**src/rtl/ubdc_pkg.sv**
```systemverilog
// shared types and constants for the uart baud divisor calculator
// no dependencies; used by ubdc_div and uart_baud_divisor_calc_top
package ubdc_pkg;

    localparam int CLOCK_W = 28;
    localparam int BAUD_W  = 27;
    localparam int MANT_W  = 26;
    localparam int FRAC_W  = 4;
    localparam int WORD_W  = 30;

    localparam logic [CLOCK_W-1:0] CLOCK_RESET_HZ = 28'd16000000;

    // divider operands: (2*clock + baud) / (2*baud)
    localparam int NUM_W           = CLOCK_W + 2;
    localparam int DEN_W           = BAUD_W + 1;
    localparam int REM_W           = DEN_W;
    localparam int STEPS_PER_STAGE = 2;
    localparam int DIV_STAGES      = NUM_W / STEPS_PER_STAGE;

    localparam logic [FRAC_W-1:0] FRAC8_MASK  = 4'h7;
    localparam logic [FRAC_W-1:0] FRAC16_MASK = 4'hF;

    localparam logic STATUS_OK  = 1'b0;
    localparam logic STATUS_ERR = 1'b1;

    // register index taken from paddr[2]
    localparam logic REG_CLOCK_HZ = 1'b0;

    typedef struct packed {
        logic [BAUD_W-1:0] baud_rate;
        logic              oversample_by8;
    } t_req;

    typedef struct packed {
        logic              status;
        logic [MANT_W-1:0] mantissa;
        logic [FRAC_W-1:0] fraction;
        logic [WORD_W-1:0] divisor_word;
    } t_res;

    // side info that travels with each divide
    typedef struct packed {
        logic by8;
        logic err;
    } t_div_tag;

endpackage

```
**src/rtl/uart_baud_divisor_calc_top.sv**
```systemverilog
// uart fractional baud divisor: a request sampled with start passes the input register,
// the 15 stage divider pipe and the output register before o_valid shows its result
// throughput one request per clock; busy stays low, since nothing stalls the pipe
// the result strobe cannot be held off by the receiver
// synchronous active-low reset clears all valid bits and loads clock_hz with 16 MHz
// depends on ubdc_pkg and ubdc_div
module uart_baud_divisor_calc_top (
    input  logic                                i_clk,
    input  logic                                i_rst_n,
    // request channel
    input  logic                                start,
    output logic                                busy,
    input  ubdc_pkg::t_req                      i_req,
    // result channel
    output logic                                o_valid,
    output ubdc_pkg::t_res                      o_res,
    // configuration port
    input  logic                                psel,
    input  logic                                penable,
    input  logic                                pwrite,
    input  logic [2:0]                          paddr,
    input  logic [31:0]                         pwdata,
    output logic [31:0]                         prdata,
    output logic                                pready
);

    localparam int NW = ubdc_pkg::NUM_W;
    localparam int DW = ubdc_pkg::DEN_W;
    localparam int CW = ubdc_pkg::CLOCK_W;
    localparam int MW = ubdc_pkg::MANT_W;
    localparam int FW = ubdc_pkg::FRAC_W;

    // ------------------------------------------------------------------
    // configuration register
    // ------------------------------------------------------------------
    logic [CW-1:0] r_clock_hz;
    logic          w_cfg_wr;

    assign pready   = 1'b1;
    assign w_cfg_wr = psel & penable & pwrite & pready;

    always_ff @(posedge i_clk) begin
        if (!i_rst_n) begin
            r_clock_hz <= ubdc_pkg::CLOCK_RESET_HZ;
        end else if (w_cfg_wr && paddr[2] == ubdc_pkg::REG_CLOCK_HZ) begin
            r_clock_hz <= pwdata[CW-1:0];
        end
    end

    // writes beyond the list are dropped, reads there return zero
    always_comb begin
        if (paddr[2] == ubdc_pkg::REG_CLOCK_HZ) begin
            prdata = 32'(r_clock_hz);
        end else begin
            prdata = '0;
        end
    end

    // ------------------------------------------------------------------
    // input stage
    // the rounded value N = mant*factor + frac (carry included) equals
    // floor((2*clock + baud) / (2*baud)); mantissa and fraction are then
    // just the high and low bits of N
    // ------------------------------------------------------------------
    logic                 w_accept;
    logic                 r_in_vld;
    logic [NW-1:0]        r_num;
    logic [DW-1:0]        r_den;
    ubdc_pkg::t_div_tag   r_in_tag;

    // fully pipelined, a request is taken every cycle
    assign busy     = 1'b0;
    assign w_accept = start & ~busy;

    always_ff @(posedge i_clk) begin
        if (!i_rst_n) begin
            r_in_vld <= 1'b0;
        end else begin
            r_in_vld <= w_accept;
        end
    end

    always_ff @(posedge i_clk) begin
        r_num        <= {1'b0, r_clock_hz, 1'b0} + NW'(i_req.baud_rate);
        r_den        <= {i_req.baud_rate, 1'b0};
        r_in_tag.by8 <= i_req.oversample_by8;
        r_in_tag.err <= (i_req.baud_rate == '0);
    end

    // ------------------------------------------------------------------
    // divider pipe
    // ------------------------------------------------------------------
    logic                 w_div_vld;
    logic [NW-1:0]        w_quot;
    ubdc_pkg::t_div_tag   w_div_tag;

    ubdc_div u_div (
        .i_clk   (i_clk),
        .i_rst_n (i_rst_n),
        .i_valid (r_in_vld),
        .i_num   (r_num),
        .i_den   (r_den),
        .i_tag   (r_in_tag),
        .o_valid (w_div_vld),
        .o_quot  (w_quot),
        .o_tag   (w_div_tag)
    );

    // ------------------------------------------------------------------
    // result formatting and output register
    // ------------------------------------------------------------------
    logic                 r_out_vld;
    ubdc_pkg::t_res       r_res;
    ubdc_pkg::t_res       n_res;
    logic [MW-1:0]        w_mant;
    logic [FW-1:0]        w_frac;

    always_comb begin
        // 8x: fraction is the low 3 bits, 16x: the low 4 bits
        if (w_div_tag.by8) begin
            w_mant = MW'(w_quot >> 3);
            w_frac = w_quot[FW-1:0] & ubdc_pkg::FRAC8_MASK;
        end else begin
            w_mant = MW'(w_quot >> 4);
            w_frac = w_quot[FW-1:0] & ubdc_pkg::FRAC16_MASK;
        end

        if (w_div_tag.err) begin
            // zero baud rate: error status, all numbers zero
            n_res.status       = ubdc_pkg::STATUS_ERR;
            n_res.mantissa     = '0;
            n_res.fraction     = '0;
            n_res.divisor_word = '0;
        end else begin
            n_res.status       = ubdc_pkg::STATUS_OK;
            n_res.mantissa     = w_mant;
            n_res.fraction     = w_frac;
            n_res.divisor_word = {w_mant, w_frac};
        end
    end

    always_ff @(posedge i_clk) begin
        if (!i_rst_n) begin
            r_out_vld <= 1'b0;
        end else begin
            r_out_vld <= w_div_vld;
        end
    end

    always_ff @(posedge i_clk) begin
        r_res <= n_res;
    end

    // one cycle strobe per transfer
    assign o_valid = r_out_vld;
    assign o_res   = r_res;

endmodule

```
**src/rtl/ubdc_div.sv**
```systemverilog
// pipelined restoring divider, STEPS_PER_STAGE quotient bits per stage
// depends on ubdc_pkg
module ubdc_div (
    input  logic                        i_clk,
    input  logic                        i_rst_n,
    input  logic                        i_valid,
    input  logic [ubdc_pkg::NUM_W-1:0]  i_num,
    input  logic [ubdc_pkg::DEN_W-1:0]  i_den,
    input  ubdc_pkg::t_div_tag          i_tag,
    output logic                        o_valid,
    output logic [ubdc_pkg::NUM_W-1:0]  o_quot,
    output ubdc_pkg::t_div_tag          o_tag
);

    localparam int NW = ubdc_pkg::NUM_W;
    localparam int DW = ubdc_pkg::DEN_W;
    localparam int RW = ubdc_pkg::REM_W;
    localparam int NS = ubdc_pkg::DIV_STAGES;
    localparam int SP = ubdc_pkg::STEPS_PER_STAGE;

    logic                 r_vld  [NS];
    logic [RW-1:0]        r_rem  [NS];
    logic [NW-1:0]        r_num  [NS];
    logic [NW-1:0]        r_quot [NS];
    logic [DW-1:0]        r_den  [NS];
    ubdc_pkg::t_div_tag   r_tag  [NS];

    for (genvar s = 0; s < NS; s++) begin : g_stage
        logic                 a_vld;
        logic [RW-1:0]        a_rem;
        logic [NW-1:0]        a_num;
        logic [NW-1:0]        a_quot;
        logic [DW-1:0]        a_den;
        ubdc_pkg::t_div_tag   a_tag;
        logic [RW-1:0]        n_rem;
        logic [NW-1:0]        n_num;
        logic [NW-1:0]        n_quot;
        logic [RW:0]          w_shift;

        if (s == 0) begin : g_first
            assign a_vld  = i_valid;
            assign a_rem  = '0;
            assign a_num  = i_num;
            assign a_quot = '0;
            assign a_den  = i_den;
            assign a_tag  = i_tag;
        end else begin : g_next
            assign a_vld  = r_vld[s-1];
            assign a_rem  = r_rem[s-1];
            assign a_num  = r_num[s-1];
            assign a_quot = r_quot[s-1];
            assign a_den  = r_den[s-1];
            assign a_tag  = r_tag[s-1];
        end

        // SP dependent shift-compare-subtract steps
        always_comb begin
            n_rem   = a_rem;
            n_num   = a_num;
            n_quot  = a_quot;
            w_shift = '0;
            for (int k = 0; k < SP; k++) begin
                w_shift = {n_rem, n_num[NW-1]};
                n_num   = {n_num[NW-2:0], 1'b0};
                if (w_shift >= {1'b0, a_den}) begin
                    n_rem  = RW'(w_shift - {1'b0, a_den});
                    n_quot = {n_quot[NW-2:0], 1'b1};
                end else begin
                    n_rem  = w_shift[RW-1:0];
                    n_quot = {n_quot[NW-2:0], 1'b0};
                end
            end
        end

        always_ff @(posedge i_clk) begin
            if (!i_rst_n) begin
                r_vld[s] <= 1'b0;
            end else begin
                r_vld[s] <= a_vld;
            end
        end

        always_ff @(posedge i_clk) begin
            r_rem[s]  <= n_rem;
            r_num[s]  <= n_num;
            r_quot[s] <= n_quot;
            r_den[s]  <= a_den;
            r_tag[s]  <= a_tag;
        end
    end

    assign o_valid = r_vld[NS-1];
    assign o_quot  = r_quot[NS-1];
    assign o_tag   = r_tag[NS-1];

endmodule

```
**config.mk**
```make
export PLATFORM = sky130hd
export DESIGN_NAME = uart_baud_divisor_calc_top
export DESIGN_NICKNAME = d
export VERILOG_FILES = /design/src/rtl/ubdc_pkg.sv /design/src/rtl/uart_baud_divisor_calc_top.sv /design/src/rtl/ubdc_div.sv
export SDC_FILE = /design/constraint.sdc
export NUM_CORES = 2
export LEC_CHECK = 0
export BUFFER_PORTS_ARGS = -buffer_cell sky130_fd_sc_hd__buf_2
export CAP_MARGIN = 20
export CELL_PAD_IN_SITES_DETAIL_PLACEMENT = 2
export CELL_PAD_IN_SITES_GLOBAL_PLACEMENT = 2
export CORE_MARGIN = 1
export CORE_UTILIZATION = 37
export DETAILED_ROUTE_END_ITERATION = 12
export PLACE_DENSITY = 0.76
export SYNTH_ARGS = -nofsm -noshare
export SYNTH_HDL_FRONTEND = slang
export SYNTH_HIERARCHICAL = 1
export SYNTH_SLANG_ARGS = --single-unit
```
**constraint.sdc**
```tcl
create_clock -name i_clk -period 6.1 [get_ports i_clk]
set_input_delay 0.305 -clock i_clk [delete_from_list [all_inputs] [get_ports i_clk]]
set_output_delay 0.305 -clock i_clk [all_outputs]
set_load 0.01 [all_outputs]
```
# Word-level counts from Yosys, hierarchy flattened
# Memories as Yosys holds them, arrays and structs flattened. A register that Yosys moved wholly into a read port is not among the register bits.
# Cells that the tools add are included.
[word_totals]
input_bits = 69
n_memories = 6
reg_bits = 149
mem_bits_rw = 1755
[classes]
reduce_logical = 3
n_bitwise = 18
order_cmp = 30
n_addsub = 31
n_mux = 81
[mem_list]
columns = ["name", "depth", "word_bits", "read_ports", "rd_ports_with_merged_regs", "wr", "line", "source"]
rows = [
  ["u_div.r_quot", 15, 30, 15, 0, 15, "ubdc_div.sv:24", "logic [NW-1:0] r_quot [NS];"],
  ["u_div.r_den", 15, 28, 14, 0, 15, "ubdc_div.sv:25", "logic [DW-1:0] r_den [NS];"],
  ["u_div.r_num", 15, 28, 14, 0, 15, "ubdc_div.sv:23", "logic [NW-1:0] r_num [NS];"],
  ["u_div.r_rem", 15, 28, 14, 0, 15, "ubdc_div.sv:22", "logic [RW-1:0] r_rem [NS];"],
  ["u_div.r_tag", 15, 2, 15, 0, 15, "ubdc_div.sv:26", "ubdc_pkg::t_div_tag r_tag [NS];"],
  ["u_div.r_vld", 15, 1, 15, 1, 15, "ubdc_div.sv:21", "logic r_vld [NS];"],
]
[op_table]
columns = ["op", "count"]
rows = [
  ["28-bit two-way mux", 31],
  ["29-bit by 28-bit >= comparator with 1-bit output", 29],
  ["28-bit subtractor", 29],
  ["61-bit two-way mux", 1],
  ["1-bit two-way mux", 47],
  ["29-bit by 27-bit adder with 30-bit output", 1],
  ["1-bit by 28-bit >= comparator with 1-bit output", 1],
  ["1-bit by 28-bit subtractor with 28-bit output", 1],
  ["27-bit logical NOT", 1],
  ["26-bit two-way mux", 1],
  ["1-bit OR", 15],
  ["4-bit two-way mux", 1],
  ["1-bit bitwise AND", 2],
  ["1-bit logical AND", 1],
  ["1-bit logical NOT", 1],
  ["1-bit NOT", 1],
]

# Logic depth before layout (Yosys ltp)
# An unclocked memory read counts as a cell.
[depth]
ltp_word = 5
mapped_depth = 29
depth_no_buf = 27

# Hierarchy
# Netlist, hierarchy kept.
[modules_own_cells]
columns = ["module", "area_each_um2", "n_inst", "cells_each"]
rows = [
  ["ubdc_div", 73436.7, 1, 8013],
  ["uart_baud_divisor_calc_top", 5332.6, 1, 576],
]

# Worst setup path after synthesis
# No wires, ideal clock.
[synth_path]
kind = "reg2reg"
startpoint = "memory u_div/r_den[0][169] in the netlist's numbering"
endpoint = "memory u_div/r_rem[0][206] in the netlist's numbering"
arrival_ns = 6.302
slack_ns = -0.325
required_ns = 5.977
stages_incl_launch_ff = 27
period_less_slack_ns = 6.425
n_path_buf = 2
setup_ns = 0.123
path_cell_list = "dfxtp_1 -> inv_1 -> ha_1 -> nor2b_1 -> o31a_1 -> o31ai_1 -> a31oi_1 -> a21oi_1 -> o21a_1 -> o21ai_0 -> a21o_1 -> a311oi_4 -> buf_2 -> mux2_2 -> ha_1 -> a21oi_1 -> o21ai_0 -> a221oi_1 -> o21ai_1 -> a221oi_2 -> o31ai_1 -> o41ai_2 -> o21ai_1 -> o21ai_1 -> nand3_2 -> buf_2 -> mux2_1"
[synth_rtl]
columns = ["element", "line"]
rows = [
  ["start, declared", "ubdc_div.sv:25"],
  ["end, declared", "ubdc_div.sv:22"],
]

==> out/metrics.cfg <==
[clocking]
clockBufferDepth = 3
clock_latency_ps = 920
cts.sinks = 1398
cts-root-buf = clkbuf_16
numCtsBuffers = 162
tritoncts = yes
clk_pin_slew_ps = 80
htree_levels = 4

[die]
die_area_sq_um = 215000
core_area_sq_um = 212000
io_pins = 165
die_w_microns = 463
fp.dieH_microns = 463
num_rows = 169
start_util_pct = 37.2

[sta]
slew_viol_final = 0
slew_headroom_pct = 21.2
fin_skew_ps = 72.5
max_freq_mhz = 145
fin_crit_sh_pct = 113
layout_min_cycle_time_ps = 6920
rsz0062_at_grt = yes
hold_viol_final = 0
worst_pin_slew_ps = 1150
setup_tns_ps = -127970
finalSetupViolCount = 373
setup_slack_ps = -820

[synthesis]
netlist_area_sq_um = 78800
ys_seq_area_share_pct = 35.5
synth_area_leaders = dfxtp_1, ha_1, mux2_2
synthCells = 8589
avgSynthCellArea_sq_um = 9.17
ys.flop_type = dfxtp_1
synth_edf_count = 0
yosys_warnings = 6
yosysTopAreaCellShare_pct = 35.5
synth-seq-cells = 1398
synthArstFlopShare_pct = 0
synth_largest_area_cell = dfxtp_1
ys_types = 110

[outcome]
violations = negative setup slack
outcome = finished, violations left

[routing]
drc_errors = 0
drtPass1Iterations = 5
drt_iter0_drc = 6468
ant_nets = 0
routed_wl_mm = 449
wl_per_cell_microns = 34.3
routed_via_density = 6.21
via_count = 81295

[power]
power.density_nw_per_um2 = 411
report.power.total_mw = 43.1
p_leak_nw = 49.6
vdd_ir_drop_max_mv = 0.526

[global_routing]
antenna_found_initial = 29
grt-ovfl-total = 0
grt_max_degree = 46
grt_pass1_vias = 84905
grt_pass1_wl_mm = 549
grt_use_total_pct = 33.1

[setup_path]
critPathKind = register to register
regToRegSetupSlack_ps = -820
reg2reg_to = u_div/r_rem[0][193]
cp.required_ps = 6890
arrival_ps = 7710
start_kind = register
cp-startpoint = u_div/r_rem[0][141]
crit_fanout = 7
r2r_cells = 25
endpoint_kind = register
r2r_start = u_div/r_rem[0][141]

[worst_hold_path]
min_to = r_clock_hz[4]
hp-start = i_rst_n
hold_depth = 2
min_path_type = input port to register

[place]
gp_congestion = 0.896
place_hpwl_mm = 233
numPlacedInstances = 12426
post-place-ws_ps = -724
io_buffer_count = 152

[finish]
mostFrequentLayoutCells = dfxtp_1, buf_4, ha_1
synthToLayoutAreaGrowth_pct = 33.0
nets = 11065
drive_gt1_share_pct = 29.4
final_common_cell = dfxtp_1
final_cells = 13093
fin_util_pct = 49.5

[flow_run]
cap_violations = 0

==> sequential cells by signal, indices dropped and copies added, names as in the netlist <==
register and flops:
r_den 26, r_num 30, u_div/r_num 210, r_in_vld 1, u_div/r_rem 392, o_res 31
o_valid 1, u_div/r_vld 15, u_div/r_tag 30, r_clock_hz 28, u_div/r_den 392, r_in_tag 2
u_div/r_quot 240
==> metrics by stage <==
step	hold slack, ps	instance area (sq um)
after floorplan	310	78900
after global placement	310	90500
after detailed placement	313	90500
after CTS	26.1	99700
after global routing	74.8	105000
final	42.4	105000
==> cells by family after synthesis <==
| family | share of synthesized area, % |
|---|---|
| adders and majority gates | 14.1 |
| muxes | 7.55 |
| buffers and inverters | 4.44 |
| xor gates and xnor gates | 7.35 |
| DFF | 35.5 |
| AOI/OAI and AO/OA | 19.2 |
| other | 0.00953 |
| and+or+nand+nor | 11.8 |
==> critical path, stage by stage (launching register included) <==
cell	delay, ps
dfxtp_1	470
ha_4	260
o21a_1	220
o31a_1	180
or4_4	490
a31o_1	250
a211o_1	340
and3_4	210
a311oi_4	370
buf_12	200
buf_12	130
buf_4	110
o21ai_1	110
ha_1	280
a21oi_2	620
a31oi_2	250
o21a_1	280
a221o_1	390
o41ai_4	290
a211oi_2	140
o31ai_2	220
buf_4	170
o211ai_4	180
buf_12	210
clkbuf_16	170
a21oi_1	220
==> synth_stat cells (all sizes together), types with 22 or more instances <==
cell type,count
o31ai,55
clkbuf,95
nor2b,104
o21a,126
ha,840
nor2,494
a211oi,85
buf,104
o211ai,39
o21bai,105
inv,662
a21oi,700
nand4,111
a221oi,22
xnor2,481
a21o,372
xor2,180
or3,33
o31a,22
mux2i,51
a31oi,78
a21boi,47
and3,69
nand2,562
fa,29
dfxtp,1398
o21ai,461
or2,22
a211o,32
and2,81
mux2,480
nor3,100
nand2b,82
nor4,43
nand3,164
==> area by class of cell <==
class	instances	area [sq um]
sequential	1398	28100
inverter	662	2510
multi-input combinational	6337	52000
antenna	7	17.5
tap	2821	3530
clock inverter	84	1200
fill	21956	107000
timing repair buffer	1566	12800
clock buffer	218	4560
==> worst max-delay path by stage <==
stage                                      to  slack (ps)  cells after the start
after floorplan            u_div/r_rem[1][21]           3                     29
after CTS                 u_div/r_rem[0][216]        -200                     30
after global routing      u_div/r_rem[0][222]        -800                     26
after global placement     u_div/r_rem[1][57]        -360                     23
after detailed placement   u_div/r_rem[1][59]        -720                     28
final                     u_div/r_rem[0][193]        -820                     25
==> timing repair <==
item                                   4_1_cts  5_1_grt
gates cloned                                16       17
resized for setup                          360      791
hold buffers                                64        0
pin swaps                                  113      272
setup buffers                              101      174
setup endpoints to repair                  370      378
endpoints found under the hold margin       74        0
==> where the power goes <==
part / internal (mW) / switching, mW
Clock: 6.08 / 4.90
Sequential: 10.0 / 0.831
Combinational: 8.88 / 12.4
==> metal layers <==
metal / up-vias / GRT usage [%] / routed length, microns
met5: - / 0 / 212
met4: 26 / 18.7 / 41500
met3: 2381 / 5.45 / 30400
met2: 4498 / 59.3 / 217000
met1: 40761 / 36.9 / 161000
li1: 33629 / - / -
No activity file was read; power rests on OpenSTA's default activity.
